--- config.mk ---
export PLATFORM = sky130hd
export DESIGN_NAME = qrs_div_cell
export DESIGN_NICKNAME = d
export VERILOG_FILES = /design/src/hw/rtl/qrs_pkg.sv /design/src/hw/rtl/qrs_div_cell.sv
export SDC_FILE = /design/constraint.sdc
export NUM_CORES = 1
export LEC_CHECK = 0
export BUFFER_PORTS_ARGS = -buffer_cell sky130_fd_sc_hd__buf_4
export CORE_UTILIZATION = 30
export CTS_CLUSTER_SIZE = 20
export DETAILED_ROUTE_END_ITERATION = 10
export PLACE_DENSITY = 0.55
export SLEW_MARGIN = 20
export SYNTH_ARGS = -nofsm -noshare
export SYNTH_HDL_FRONTEND = slang
export SYNTH_SLANG_ARGS = --single-unit
--- constraint.sdc ---
create_clock -name clk -period 3.88 [get_ports clk]
set_input_delay 0.194 -clock clk [delete_from_list [all_inputs] [get_ports clk]]
set_output_delay 0.194 -clock clk [all_outputs]
set_load 0.1 [all_outputs]
--- src/hw/rtl/qrs_pkg.sv ---
// Shared widths, codes, cell state types and a helper function of the quadratic root solver.
package qrs_pkg;

	localparam int COEF_WIDTH = 32;
	localparam int FRAC_BITS  = 16;
	localparam int TOL_WIDTH  = 16;
	localparam int PROD_W     = 2 * COEF_WIDTH;
	localparam int DISC_W     = 2 * COEF_WIDTH + 1;
	localparam int SQ_W       = COEF_WIDTH + 1;
	localparam int RAD_W      = 2 * SQ_W;
	localparam int SREM_W     = SQ_W + 2;
	localparam int NUM_W      = SQ_W + 1;
	localparam int DIVN_W     = NUM_W + FRAC_BITS;
	localparam int DEN_W      = COEF_WIDTH + 1;

	localparam logic [1:0] ADDR_ZERO_TOL = 2'd0;

	typedef enum logic [1:0] {
		KIND_NONE = 2'd0,
		KIND_ONE  = 2'd1,
		KIND_TWO  = 2'd2,
		KIND_ALL  = 2'd3
	} kind_t;

	typedef enum logic [2:0] {
		MODE_NONE,
		MODE_ZERO_C,
		MODE_POS,
		MODE_DOUBLE,
		MODE_LINEAR
	} mode_t;

	typedef struct packed {
		logic [RAD_W-1:0]  rad;
		logic [SREM_W-1:0] rem;
		logic [SQ_W-1:0]   root;
	} sqrt_t;

	typedef struct packed {
		logic [DIVN_W-1:0] num;
		logic [DEN_W-1:0]  rem;
		logic [DIVN_W-1:0] quo;
		logic [DEN_W-1:0]  den;
	} div_t;

	typedef struct packed {
		logic                  neg;
		logic [NUM_W-1:0]      mag;
	} sm_t;

	function automatic sm_t sm_add(input logic s1, input logic [NUM_W-1:0] m1,
			input logic s2, input logic [NUM_W-1:0] m2);
		sm_t r;
		if (s1 == s2) begin
			r.neg = s1;
			r.mag = m1 + m2;
		end else if (m1 >= m2) begin
			r.neg = s1;
			r.mag = m1 - m2;
		end else begin
			r.neg = s2;
			r.mag = m2 - m1;
		end
		return r;
	endfunction

endpackage

--- src/hw/rtl/qrs_div_cell.sv ---
// One cell of the restoring divider chain: retires one quotient bit per cycle while enabled.
module qrs_div_cell (
	input  logic         clk,
	input  logic         en,
	input  qrs_pkg::div_t d,
	output qrs_pkg::div_t q
);
	import qrs_pkg::*;

	logic [DEN_W:0] remn;
	div_t nxt;

	always_comb begin
		remn    = {d.rem, d.num[DIVN_W-1]};
		nxt.num = {d.num[DIVN_W-2:0], 1'b0};
		nxt.den = d.den;
		if (remn >= {1'b0, d.den}) begin
			nxt.rem = DEN_W'(remn - {1'b0, d.den});
			nxt.quo = {d.quo[DIVN_W-2:0], 1'b1};
		end else begin
			nxt.rem = DEN_W'(remn);
			nxt.quo = {d.quo[DIVN_W-2:0], 1'b0};
		end
	end

	always_ff @(posedge clk) begin
		if (en) begin
			q <= nxt;
		end
	end

endmodule

# After elaboration in Yosys (flattened, before gate mapping)
# Cells that the tools add are included.
# W data, S select, Z words.
[word_totals]
output_inout_bits = 166
regBits = 165
word_cells = 7
[op_classes]
n_addsub = 1
n_mux = 1
n_lt_le_gt_ge = 1
[ops]
columns = ["op", "count"]
rows = [
  ["$mux W83", 1],
  ["$ge A34 B33 Y1", 1],
  ["$sub A33 B33 Y33", 1],
]

# Depth between registers and ports, before layout
[logic_depth]
ltp_word = 2
mapped_depth = 14

# Worst setup path after synthesis
# Ideal clock, no wire load.
[synth_timing]
kind = "input to register"
startpoint = "input d[165] (netlist bit)"
endpoint = "register q[84] (netlist bit), data pin"
t_required_ns = 3.620
cell_stages = 12
path_buffers = 1
setup_slack_ns = 1.247
arrival_ns = 2.373
path_cell_list = "inv_1 -> ha_1 -> inv_1 -> fa_1 -> a21o_1 -> a221oi_2 -> o21ai_2 -> a21boi_2 -> o31ai_2 -> a21oi_4 -> buf_12 -> mux2_4"
[synth_lines]
columns = ["item", "line", "source"]
rows = [
  ["from (decl)", "qrs_div_cell.sv:5", "input qrs_pkg::div_t d,"],
  ["to (signal assigned)", "qrs_div_cell.sv:28", "q <= nxt;"],
  ["to (decl)", "qrs_div_cell.sv:6", "output qrs_pkg::div_t q"],
]

==> impl_metrics.env <==
export IMPL_run_status="completed"
export IMPL_fin_hold_ws_ps=38.9
export IMPL_die_area_sq_um=25600
export IMPL_synth_area_sq_um=7490
export IMPL_grt_pass1_wl_um=35800
export IMPL_clock_fmax_mhz=309
export IMPL_seqCellArea_sq_um=4950
export IMPL_p_leak_uw=0.00521
export IMPL_grt_antenna_before_repair=0
export IMPL_cts_buffers=17
export IMPL_synth_ff_type="edfxtp_1"
export IMPL_grt_overflow=0
export IMPL_synthToLayoutAreaGrowth_pct=62.6
export IMPL_fp_dieW_um=160
export IMPL_layout_commonest_cell="buf_4"
export IMPL_synthCells=533
export IMPL_die_height_um=160
export IMPL_drc=0
export IMPL_regMostFlops="q"
export IMPL_ys_seq_area_share_pct=66.1
export IMPL_start_util_pct=30.7
export IMPL_synth_edf_count=165
export IMPL_synth_top_area_cell="edfxtp_1"
export IMPL_htree_levels=4
export IMPL_hold_depth=3
export IMPL_critical_path_class="in -> reg"
export IMPL_fin_crit_ps=3230
export IMPL_synth_cell_type_count=61
export IMPL_firstDrtPassIters=6
export IMPL_worstSetupStartpointType="input pin"
export IMPL_post_drt_wl_per_cell_um=17.8
export IMPL_cp_max_fo=16
export IMPL_async_reset_ff_share_pct=0
export IMPL_wl_um=23900
export IMPL_synth_top_area_share_pct=66.1
export IMPL_final_max_slew_viol_count=0
export IMPL_num_antenna_cells=0
export IMPL_layout_drive_gt1_share_pct=40.8
export IMPL_grt_max_degree=102
export IMPL_worstPathArrival_ps=3410
export IMPL_hold_path_endpoint="q[87]"
export IMPL_globalplace_congestion=0.857
export IMPL_fillers=2207
export IMPL_worstMarginPinSlew_ps=980
export IMPL_cts_num_sinks=165
export IMPL_nets=1204
export IMPL_finalCritPeriodShare_pct=83.4
export IMPL_cts_tree="done"
export IMPL_largest_reg_flops=165
export IMPL_ios=334
export IMPL_finalSetupViolations=0
export IMPL_cp_end_kind="flop"
export IMPL_grt_pass1_vias=6196
export IMPL_num_rows=57
export IMPL_avgSynthCellArea_sq_um=14.1
export IMPL_finalSetupTns_ps=0
export IMPL_max_slew_margin_pct=34.6
export IMPL_ys_ff_latch=165
export IMPL_ys_warn_count=0
export IMPL_final_cell_mix="335 x buf_4, 165 x edfxtp_1, 131 x dlygate4sd3_1"
export IMPL_antenna_left=0
export IMPL_synth_area_leaders="edfxtp_1 66%, ha_1 5.5%, o21ai_2 2.3%, inv_1 2.2%, a21oi_1 2.1%"
export IMPL_cts_resized=0
export IMPL_avgViaCountPerCell=4.53
export IMPL_rsz0062_at_grt="false"
export IMPL_core_area_sq_um=24400
export IMPL_critPathRequiredTime_ps=4050
export IMPL_grtUsageTotal_pct=18.4
export IMPL_power_density_nw_per_um2=504
export IMPL_synth_nets=735
export IMPL_hp_start="d[86]"
export IMPL_route_vias_total=6071
export IMPL_largestRegisters="q (165)"
export IMPL_clockBufferDepth=2
export IMPL_cap_violations=0
export IMPL_path_clk_slew_ps=80
export IMPL_port_buffers=331
export IMPL_finalHoldViolations=0
export IMPL_peakVddDrop_v=0.000218
export IMPL_dr_first_iter_drc_count=366
export IMPL_dp_hpwl_um=17200
export IMPL_cts_root_buf="clkbuf_16"
export IMPL_multi_input_area_sq_um=2220
export IMPL_hold_path_class="in -> reg"
==> worst max-delay path: stages <==
cell,delay [ps]
dlygate4sd3_1,530
buf_4,110
ha_1,150
inv_1,50
fa_1,410
a21o_1,230
a221oi_2,440
o21ai_2,150
a21boi_2,290
o31ai_2,170
a21oi_4,250
buf_4,310
o31ai_1,120
==> synthesized netlist by cell type (2+ instances only) <==
library cell / n
nor2b_1: 3
and3_1: 7
o21ai_1: 13
nand3_1: 6
o31ai_1: 4
nand2_1: 42
nand4_1: 5
xnor2_1: 15
a31oi_1: 3
or3_1: 2
clkbuf_1: 3
buf_6: 5
ha_1: 33
inv_1: 44
o21a_1: 4
edfxtp_1: 165
a21oi_1: 32
o211ai_1: 3
nand2b_1: 4
o21ai_0: 14
buf_2: 6
a211oi_1: 2
a21o_1: 12
o21bai_1: 6
buf_4: 2
and3_2: 2
nor4_1: 3
buf_12: 2
nand2_2: 10
xor2_1: 13
o21ai_2: 20
nor3_1: 4
o31ai_2: 2
a211o_1: 2
nor2_1: 14
==> kinds of logic (layout without fill, tap and decap cells) <==
family | after synthesis | after routing | share of synthesized area (%)
fa+ha+maj | 34 | 34 | 5.78
simple gates | 105 | 105 | 6.91
flops | 165 | 165 | 66.1
other cells | 1 | 1 | 0.0500
mux | 1 | 1 | 0.200
xor+xnor | 28 | 28 | 3.27
compound gates | 136 | 136 | 13.4
buf+inv | 63 | 545 | 4.29
==> worst max path at each step <==
stage | end | start | slack, ps | cells after the start
6_report | q[92] | d[0] | 650 | 13
2_1_floorplan | q[84] | d[165] | 1250 | 12
5_1_grt | q[94] | d[0] | 500 | 13
3_5_place_dp | q[92] | d[165] | 690 | 13
3_3_place_gp | q[92] | d[165] | 680 | 13
4_1_cts | q[92] | d[0] | 650 | 13
==> layer usage <==
layer	track usage [%]	part of all wire [%]	wire (um)	up-vias
met2	33.1	52	12400	229
met1	21.7	41	9690	2889
met3	5.06	6.5	1560	19
li1	-	-	-	2934
met5	0	0	0	-
met4	4.07	1.0	240	0
==> final cells by class <==
type | instances | share of cell area (%)
timing repair buffer | 468 | 31.7
clock buffer | 17 | 3.49
inverter | 45 | 1.39
multi-input combinational | 305 | 18.2
tap | 324 | 3.33
sequential | 165 | 40.7
clock inverter | 15 | 1.25
==> power by group <==
part | switching [uW] | internal, uW | total [uW]
logic | 1660 | 577 | 2230
registers | 48.6 | 2160 | 2210
clock network | 833 | 861 | 1690
total | 2540 | 3600 | 6140
==> stage by stage <==
step | cell area (sq um) | util (%) | std cells | power (uW) | setup WS [ps]
after floorplan | 7490 | - | 533 | 3840 | 1250
after global placement | 10300 | 42.2 | 1176 | 4370 | 680
after global routing | 12200 | 49.9 | 1339 | 6360 | 498
after CTS | 12200 | 49.9 | 1339 | 6200 | 654
after detailed placement | 10300 | 42.2 | 1176 | 4380 | 685
final | 12200 | 49.9 | 1339 | 6140 | 646
==> what timing repair did <==
| action | 4_1_cts | 5_1_grt |
|---|---|---|
| hold endpoints to repair | 131 | 0 |
| buffers inserted | 0 | 0 |
| hold buffers | 131 | 0 |
(Power assumes the default switching activity.)
