--- config.mk ---
export PLATFORM = sky130hd
export DESIGN_NAME = qrs_sqrt_cell
export DESIGN_NICKNAME = d
export VERILOG_FILES = /design/src/hw/rtl/qrs_pkg.sv /design/src/hw/rtl/qrs_sqrt_cell.sv
export SDC_FILE = /design/constraint.sdc
export NUM_CORES = 1
export LEC_CHECK = 0
export ABC_AREA = 1
export BUFFER_PORTS_ARGS = -buffer_cell sky130_fd_sc_hd__buf_2
export CAP_MARGIN = 40
export CELL_PAD_IN_SITES_DETAIL_PLACEMENT = 0
export CELL_PAD_IN_SITES_GLOBAL_PLACEMENT = 2
export CORE_ASPECT_RATIO = 2
export CORE_MARGIN = 3
export CORE_UTILIZATION = 26
export DETAILED_ROUTE_END_ITERATION = 8
export GPL_TIMING_DRIVEN = 0
export PLACE_DENSITY = 0.88
export SYNTH_ARGS = -nofsm -noshare
export SYNTH_HDL_FRONTEND = slang
export SYNTH_SLANG_ARGS = --single-unit
--- constraint.sdc ---
create_clock -name clk -period 1.85 [get_ports clk]
set_input_delay 0.185 -clock clk [delete_from_list [all_inputs] [get_ports clk]]
set_output_delay 0.185 -clock clk [all_outputs]
set_load 0.01 [all_outputs]
--- src/hw/rtl/qrs_pkg.sv ---
// Shared widths, codes, cell state types and a helper function of the quadratic root solver.
package qrs_pkg;

	localparam int COEF_WIDTH = 32;
	localparam int FRAC_BITS  = 16;
	localparam int TOL_WIDTH  = 16;
	localparam int PROD_W     = 2 * COEF_WIDTH;
	localparam int DISC_W     = 2 * COEF_WIDTH + 1;
	localparam int SQ_W       = COEF_WIDTH + 1;
	localparam int RAD_W      = 2 * SQ_W;
	localparam int SREM_W     = SQ_W + 2;
	localparam int NUM_W      = SQ_W + 1;
	localparam int DIVN_W     = NUM_W + FRAC_BITS;
	localparam int DEN_W      = COEF_WIDTH + 1;

	localparam logic [1:0] ADDR_ZERO_TOL = 2'd0;

	typedef enum logic [1:0] {
		KIND_NONE = 2'd0,
		KIND_ONE  = 2'd1,
		KIND_TWO  = 2'd2,
		KIND_ALL  = 2'd3
	} kind_t;

	typedef enum logic [2:0] {
		MODE_NONE,
		MODE_ZERO_C,
		MODE_POS,
		MODE_DOUBLE,
		MODE_LINEAR
	} mode_t;

	typedef struct packed {
		logic [RAD_W-1:0]  rad;
		logic [SREM_W-1:0] rem;
		logic [SQ_W-1:0]   root;
	} sqrt_t;

	typedef struct packed {
		logic [DIVN_W-1:0] num;
		logic [DEN_W-1:0]  rem;
		logic [DIVN_W-1:0] quo;
		logic [DEN_W-1:0]  den;
	} div_t;

	typedef struct packed {
		logic                  neg;
		logic [NUM_W-1:0]      mag;
	} sm_t;

	function automatic sm_t sm_add(input logic s1, input logic [NUM_W-1:0] m1,
			input logic s2, input logic [NUM_W-1:0] m2);
		sm_t r;
		if (s1 == s2) begin
			r.neg = s1;
			r.mag = m1 + m2;
		end else if (m1 >= m2) begin
			r.neg = s1;
			r.mag = m1 - m2;
		end else begin
			r.neg = s2;
			r.mag = m2 - m1;
		end
		return r;
	endfunction

endpackage

--- src/hw/rtl/qrs_sqrt_cell.sv ---
// One cell of the square root chain: retires one root bit per cycle while enabled.
module qrs_sqrt_cell (
	input  logic          clk,
	input  logic          en,
	input  qrs_pkg::sqrt_t d,
	output qrs_pkg::sqrt_t q
);
	import qrs_pkg::*;

	logic [SREM_W+1:0] remn;
	logic [SREM_W+1:0] trial;
	sqrt_t nxt;

	always_comb begin
		remn  = {d.rem, d.rad[RAD_W-1 -: 2]};
		trial = (SREM_W+2)'({d.root, 2'b01});
		nxt.rad = {d.rad[RAD_W-3:0], 2'b00};
		if (remn >= trial) begin
			nxt.rem  = SREM_W'(remn - trial);
			nxt.root = {d.root[SQ_W-2:0], 1'b1};
		end else begin
			nxt.rem  = SREM_W'(remn);
			nxt.root = {d.root[SQ_W-2:0], 1'b0};
		end
	end

	always_ff @(posedge clk) begin
		if (en) begin
			q <= nxt;
		end
	end

endmodule

; Word-level counts from Yosys, hierarchy flattened
; Index checks and enable logic that the tools add are counted.
[classes]
n_addsub = 1
n_lt_le_gt_ge = 1
n_mux = 1
[ops]
columns = operator, count
row1 = $mux W68, 1
row2 = $ge A37 B35 Y1, 1
row3 = $sub A35 B35 Y35, 1
[word_totals]
ff_bits = 132
inputBits = 136
output_inout_bits = 134
word_cells = 6

; Longest topological paths before layout
; Gate-level depths: netlist (run 1).
[logic_depth]
depth_word = 2
ltp_mapped = 16
depth_no_buf = 15

; Least setup slack after synthesis (run 1)
; Ideal clock, no wire load.
[synth_timing]
path_kind = in2reg
start = in d[14] (netlist bit)
end = reg q[59] (netlist bit) (data pin)
setup_ns = 0.252
arrival_ns = 1.584
required_ns = 1.598
path_slack_ns = 0.014
path_stages = 13
n_path_buf = 1
path_cell_list = inv_1 ha_1 nand2_1 inv_2 nand2_1 nand2_1 a21oi_2 nand2_1 nand2_1 nand4_4 buf_8 nand3_2 nand2_1
[synth_rtl]
columns = element, line_no
row1 = from (decl), qrs_sqrt_cell.sv:5  ; input qrs_pkg::sqrt_t d,
row2 = to (signal assigned), qrs_sqrt_cell.sv:29  ; q <= nxt;
row3 = to (decl), qrs_sqrt_cell.sv:6  ; output qrs_pkg::sqrt_t q

==> flow_summary.toml, run 1 <==
[detailed_routing]
detail_route.iter0.violations = 245
wire_per_inst_microns = 16.7
detail_route.wirelength_microns = 26100
route.vias.total = 6792
route.detailed.drc = 0
drt-pass1-iter-count = 6
antenna_violating_nets_post_route = 0
viasPerCell = 4.33

[finish]
utilization_pct = 40.1
layout-area-overhead-vs-synth_pct = 50.9
layout.cell_area.non_filler_sq_um = 11300
number_of_nets_in_the_layout = 1370
largest_register_ffs = 132
layout-drive-gt1-share_pct = 37.3
top_register = "q"
number_of_diodes_added_for_antenna_fixing = 0
reg_top3 = "q: 132 flops"
filler_cell_count = 2881

[setup_path]
critical_path.most_common_cell = "nand2_1"
critical_path.max_stage_delay_ns = 0.32
worst_setup_path_end_kind = "register"
cp_top_family = "simple AND/OR/NAND/NOR gates"
worstPathBufferInverterCount = 5
setup.worst_path.start = "d[13]"
crit_path_cell_trace = "buf_2 > inv_1 > ha_2 > nand2_4 > inv_2 > nand2_1 > nand2_2 > a21oi_4 > nand2_1 > nand2_1 > nand4_4 > buf_12 > buf_8 > nand3_1 > nand2_1"
critical_path_arrival_ns = 1.95
timing.critical_path.from_type = "input port"
criticalPathCategory = "input port to register"
path_max_fanout = 7
data_required_critical_path_ns = 2.04
cpMaxStageDelayCell = "ha_2"

[synth]
post_synth_num_cell_types = 34
synth.ff_latch_count = 132
netlist_instances = 806
yosysWarnings = 0
netlist_top_cells_area = "edfxtp_1 53%, nand2_1 13%, inv_1 6.2%"
netlist_area_sq_um = 7520
synth_top_area_share_pct = 52.7
post_synth.cell_area_avg_sq_um = 9.33
synth_sequential_area_ratio_pct = 52.7
synth_top_area_cell = "edfxtp_1"

[timing]
timing_worst_slew_pin_value_ns = 0.511
number_of_hold_violations_in_the_final_report = 0
slew_headroom_pct = 65.9
count_of_final_max_slew_check_failures = 0
layout_worst_path_cycle_share_pct = 95.3
rsz_0062_raised_after_global_routing = "yes"
finalCriticalPeriod_ns = 1.76
setup-violations-final = 0
timing.fmax_mhz = 567

[placed_design]
io_buffer_count = 267
place.detailed.hpwl_microns = 20600
globalplace.congestion = 0.908
postPlaceCellArea_sq_um = 9340

[floorplanning]
floorplan.rows = 87
core-area_sq_um = 28300
dieArea_sq_um = 31100
io_pins = 270
starting_density_pct = 26.6
die-width_microns = 126
die-height_microns = 246

[power_and_ir_drop]
power_density_nw_per_um2 = 828
power_leakage_uw = 0.00535
max-vdd-ir-drop_v = 0.000566

[global_route]
initial_antenna_violation_count = 0
gr-usage-all-layers_pct = 16.5
grt_pass1_wl_microns = 38500
first_global_vias = 7085
grt_remaining_overflow = 0
grt_start_max_net_pins = 93

[hold_path]
hold_wc_path_type = "input port to register"
hold_path_depth = 3
hold_start = "d[37]"
whs_endpoint = "q[39]"

[clocking]
clock_pin_slew_on_the_worst_setup_and_hold_paths_ns = 0.06
clkSinkCount = 132
tritoncts_clock_tree = "built"
cts.htree.levels = 4
number_of_cts_inserted_buffers = 17
clock_tree.root_cell = "clkbuf_16"
clk_path_buf_depth = 2

[flow_run]
drv_cap = 0

[status]
status = "complete, no violations"
stage by stage:
step	power (uW)	setup slack (ns)	hold WS [ns]	TNS, ns	std cells
finish	9390	0.0867	0.0655	0	1568
global route	9890	-0.00967	0.0513	-0.0146	1568
CTS	9480	0.00906	0.0348	0	1564
detailed placement	5670	-0.724	0.363	-22.65	1431
global placement	5640	-0.964	0.362	-146.46	1430
floorplan	4820	0.0137	0.284	0	807
power by group:
part | leakage (uW) | internal [uW] | switching, uW
registers | 0.00129 | 3650 | 66.7
logic | 0.00377 | 919 | 1260
clock network | 0.000290 | 2130 | 1360
worst max path at each step:
stage             to  slack, ns  depth (start not counted)
5_1_grt        q[64]      -0.01                         13
6_report       q[65]       0.09                         15
2_1_floorplan  q[59]       0.01                         13
3_3_place_gp   q[29]      -0.96                          1
4_1_cts        q[66]      0.009                         14
3_5_place_dp   q[65]      -0.72                         14
final cells by class:
type	instances	area, sq um	area share (%)
repair buffers	373	2440	21.5
inverters	130	489	4.31
clock buffers	18	429	3.78
clock inverters	14	178	1.57
flip-flops and latches	132	3960	35.0
plain buffers	12	139	1.22
multi-input cells	533	3260	28.7
well taps	356	445	3.93
Yosys cell counts:
master and count:
ha_1 35, nor4_1 3, a21oi_2 2, nor2_4 2, xnor2_1 1, xor2_1 16
o211ai_1 1, conb_1 1, nor2_2 8, inv_2 4, edfxtp_1 132, inv_1 125
nand3b_1 8, nand3_1 39, o21bai_1 7, buf_4 2, nand2_1 259, nor2_1 53
nand2_2 9, a21oi_1 24, clkinv_1 1, nand3_2 41, and3_1 1, nand2_4 1
and2_1 1, buf_6 9, o21ai_1 1, nor3_4 1, buf_8 1, o21ai_0 5
nand4_1 6, a21o_1 1, nand4_4 1, nor3_1 5
timing repair:
action	4_1_cts	5_1_grt
setup buffers	4	4
resized for setup	27	49
hold buffers	96	0
gates cloned	1	0
endpoints found under the setup margin	36	32
pin swaps	2	10
endpoints found under the hold margin	96	0
metal layers:
layer  track usage (%)  vias up  part of all wire [%]
li1                  -     3419                     -
met1              13.9     3147                    31
met2              35.3      185                    62
met3              3.30       41                   3.9
met4              7.33        0                   3.4
met5                 0        -                     0
layout by cell type, fill, tap and decap left out, types with 3 or more instances in the layout:
cell type and instances:
nand2_2 27, buf_2 266, nand3_1 37, dlygate4sd3_1 96, inv_2 4, buf_6 9
o21bai_1 7, nand4_1 6, ha_1 9, nor3_1 5, clkbuf_16 17, nand3b_1 8
buf_4 8, clkinv_4 4, nand3_2 43, edfxtp_1 132, xor2_1 16, nor2_4 6
a21oi_1 17, nor2_1 46, nor4_1 3, o21ai_0 4, nor2_2 11, nand2_1 239
a21oi_2 8, inv_1 125, buf_8 3, ha_2 15, bufinv_16 3, nand2_4 3
ha_4 11
kinds of logic after synthesis:
| logic type | count (synthesis) | share of synthesized area (%) |
|---|---|---|
| DFF | 132 | 52.7 |
| xor gates and xnor gates | 17 | 1.98 |
| adders and majority gates | 35 | 5.83 |
| buffers and inverters | 142 | 8.24 |
| AOI/OAI and AO/OA | 41 | 3.13 |
| and+or+nand+nor | 438 | 28.0 |
| other | 1 | 0.0499 |
No activity file was read; power rests on OpenSTA's default activity.
==> run 2, diff against run 1 <==
Settings changed: SETUP_SLACK_MARGIN set to 0.4.
==> run 2 against run 1 <==
Cell count rose by 3.6%. Critical path depth shrank 1. Hold slack worse by 0.024 ns. Count of clock-buffer cells in the layout unchanged. Wire length up 7.6%. Critical path type unchanged. Core utilization is 6.1 points higher. Die area did not move. First-iteration DRC count grew 22%. Highest routed layer unchanged.
==> flow_summary.toml, run 2 (synthesized netlist as in run 1, its figures left out) <==
[floorplanning]
floorplan.rows = 87
die-height_microns = 246
io_pins = 270
die-width_microns = 126
core-area_sq_um = 28300
dieArea_sq_um = 31100
starting_density_pct = 26.6

[timing]
setup_tns_ns = 0
number_of_hold_violations_in_the_final_report = 0
rsz_0062_raised_after_global_routing = "yes"
timing_worst_slew_pin_value_ns = 0.508
slew_headroom_pct = 66.1
timing.fmax_mhz = 623
setup-violations-final = 0
layout_worst_path_cycle_share_pct = 86.8
count_of_final_max_slew_check_failures = 0
finalCriticalPeriod_ns = 1.61

[global_route]
first_global_vias = 7485
gr-usage-all-layers_pct = 17.0
grt_remaining_overflow = 0
initial_antenna_violation_count = 1
grt_start_max_net_pins = 92
grt_pass1_wl_microns = 40000

[placed_design]
io_buffer_count = 267
place.detailed.hpwl_microns = 21000
globalplace.congestion = 0.890

[setup_path]
timing.critical_path.from_type = "input port"
path_max_fanout = 9
critical_path.most_common_cell = "nand2_2"
criticalPathCategory = "input port to register"
crit_path_cell_trace = "buf_8 > ha_4 > nand2_4 > inv_2 > nand2_2 > nand2_4 > a21oi_4 > nand2_2 > nand2_2 > nand4_4 > buf_12 > buf_12 > nand2_2 > nand2_1"
worst_setup_path_end_kind = "register"
data_required_critical_path_ns = 2.03
critical_path.max_stage_delay_ns = 0.26
worstPathBufferInverterCount = 4
cpMaxStageDelayCell = "ha_4"
critical_path_arrival_ns = 1.79
cp_top_family = "simple AND/OR/NAND/NOR gates"

[finish]
layout-area-overhead-vs-synth_pct = 73.9
top_register = "q"
mostFrequentLayoutCells = "232 x buf_2, 174 x nand2_1, 132 x edfxtp_1"
largest_register_ffs = 132
most_common_library_cell_in_the_layout_ignoring_fill_and_taps = "buf_2"
layout-drive-gt1-share_pct = 50.9
utilization_pct = 46.2
number_of_nets_in_the_layout = 1426
reg_top3 = "q: 132 flops"

[power_and_ir_drop]
power_density_nw_per_um2 = 777
max-vdd-ir-drop_v = 0.000589
power_leakage_uw = 0.00599
finalPower_uw = 10200

[detailed_routing]
viasPerCell = 4.43
route.vias.total = 7200
detail_route.iter0.violations = 299
detail_route.wirelength_microns = 28100
route.detailed.drc = 0
wire_per_inst_microns = 17.3
antenna_violating_nets_post_route = 0
drt-pass1-iter-count = 4

[clocking]
clock_tree.root_cell = "clkbuf_16"
tritoncts_clock_tree = "built"
number_of_cts_inserted_buffers = 17
clk_path_buf_depth = 2
cts.htree.levels = 4
clkSinkCount = 132
clock_pin_slew_on_the_worst_setup_and_hold_paths_ns = 0.06

[hold_path]
hold_wc_path_type = "input port to register"

[flow_run]
drv_cap = 0

[status]
status = "complete, no violations"
[run 2: cell type report]
cell class                      count  area [sq um]
Fill cell                        2717         15200
Inverter                          130           536
Antenna cell                        1          2.50
Tap cell                          356           445
Timing Repair Buffer              428          3180
Clock buffer                       18           429
Clock inverter                     14           203
Buffer                             12           196
Multi-Input combinational cell    534          4120
Sequential cell                   132          3960
[run 2: tightest hold or removal path: cells and delay by family]
kind,cells,cell delay [ns]
buffers and inverters,1,0.08
and+or+nand+nor,2,0.11
[run 2: final timing paths]
path / depth (start not counted) / startpoint / to / slack [ns]
worst max-delay path: 14 / d[47] / q[50] / 0.24
worst min-delay path: 3 / d[54] / q[56] / 0.04
[run 2: power by group]
part,switching (uW),internal (uW)
Clock,1400,2270
Combinational,1510,1270
Sequential,63.3,3650
[run 2: metal layers]
metal  GRT usage, %  wire [microns]  vias to the layer above
met1           13.8            8360                     3389
met2           36.1           17100                      209
met4           9.00            1480                        0
met5              0               0                        -
met3           3.51            1120                       71
li1               -               -                     3531
[run 2: repair_timing]
| action | in CTS | in global routing |
|---|---|---|
| pin swaps | 22 | 89 |
| gates resized for setup | 92 | 170 |
| hold buffers | 96 | 0 |
| hold endpoints to repair | 96 | 0 |
| setup buffers | 21 | 38 |
| setup endpoints to repair | 36 | 36 |
| cloned | 1 | 5 |
[run 2: stage by stage]
step	worst slack, ns	hold slack (ns)	instance area, sq um	cells
final	0.245	0.0418	13100	1625
after global routing	0.188	0.0439	13100	1625
after CTS	0.255	0.0511	12100	1581
after detailed placement	-0.558	0.363	9940	1431
after global placement	-0.967	0.362	9900	1430
after floorplan	0.135	0.284	8120	807
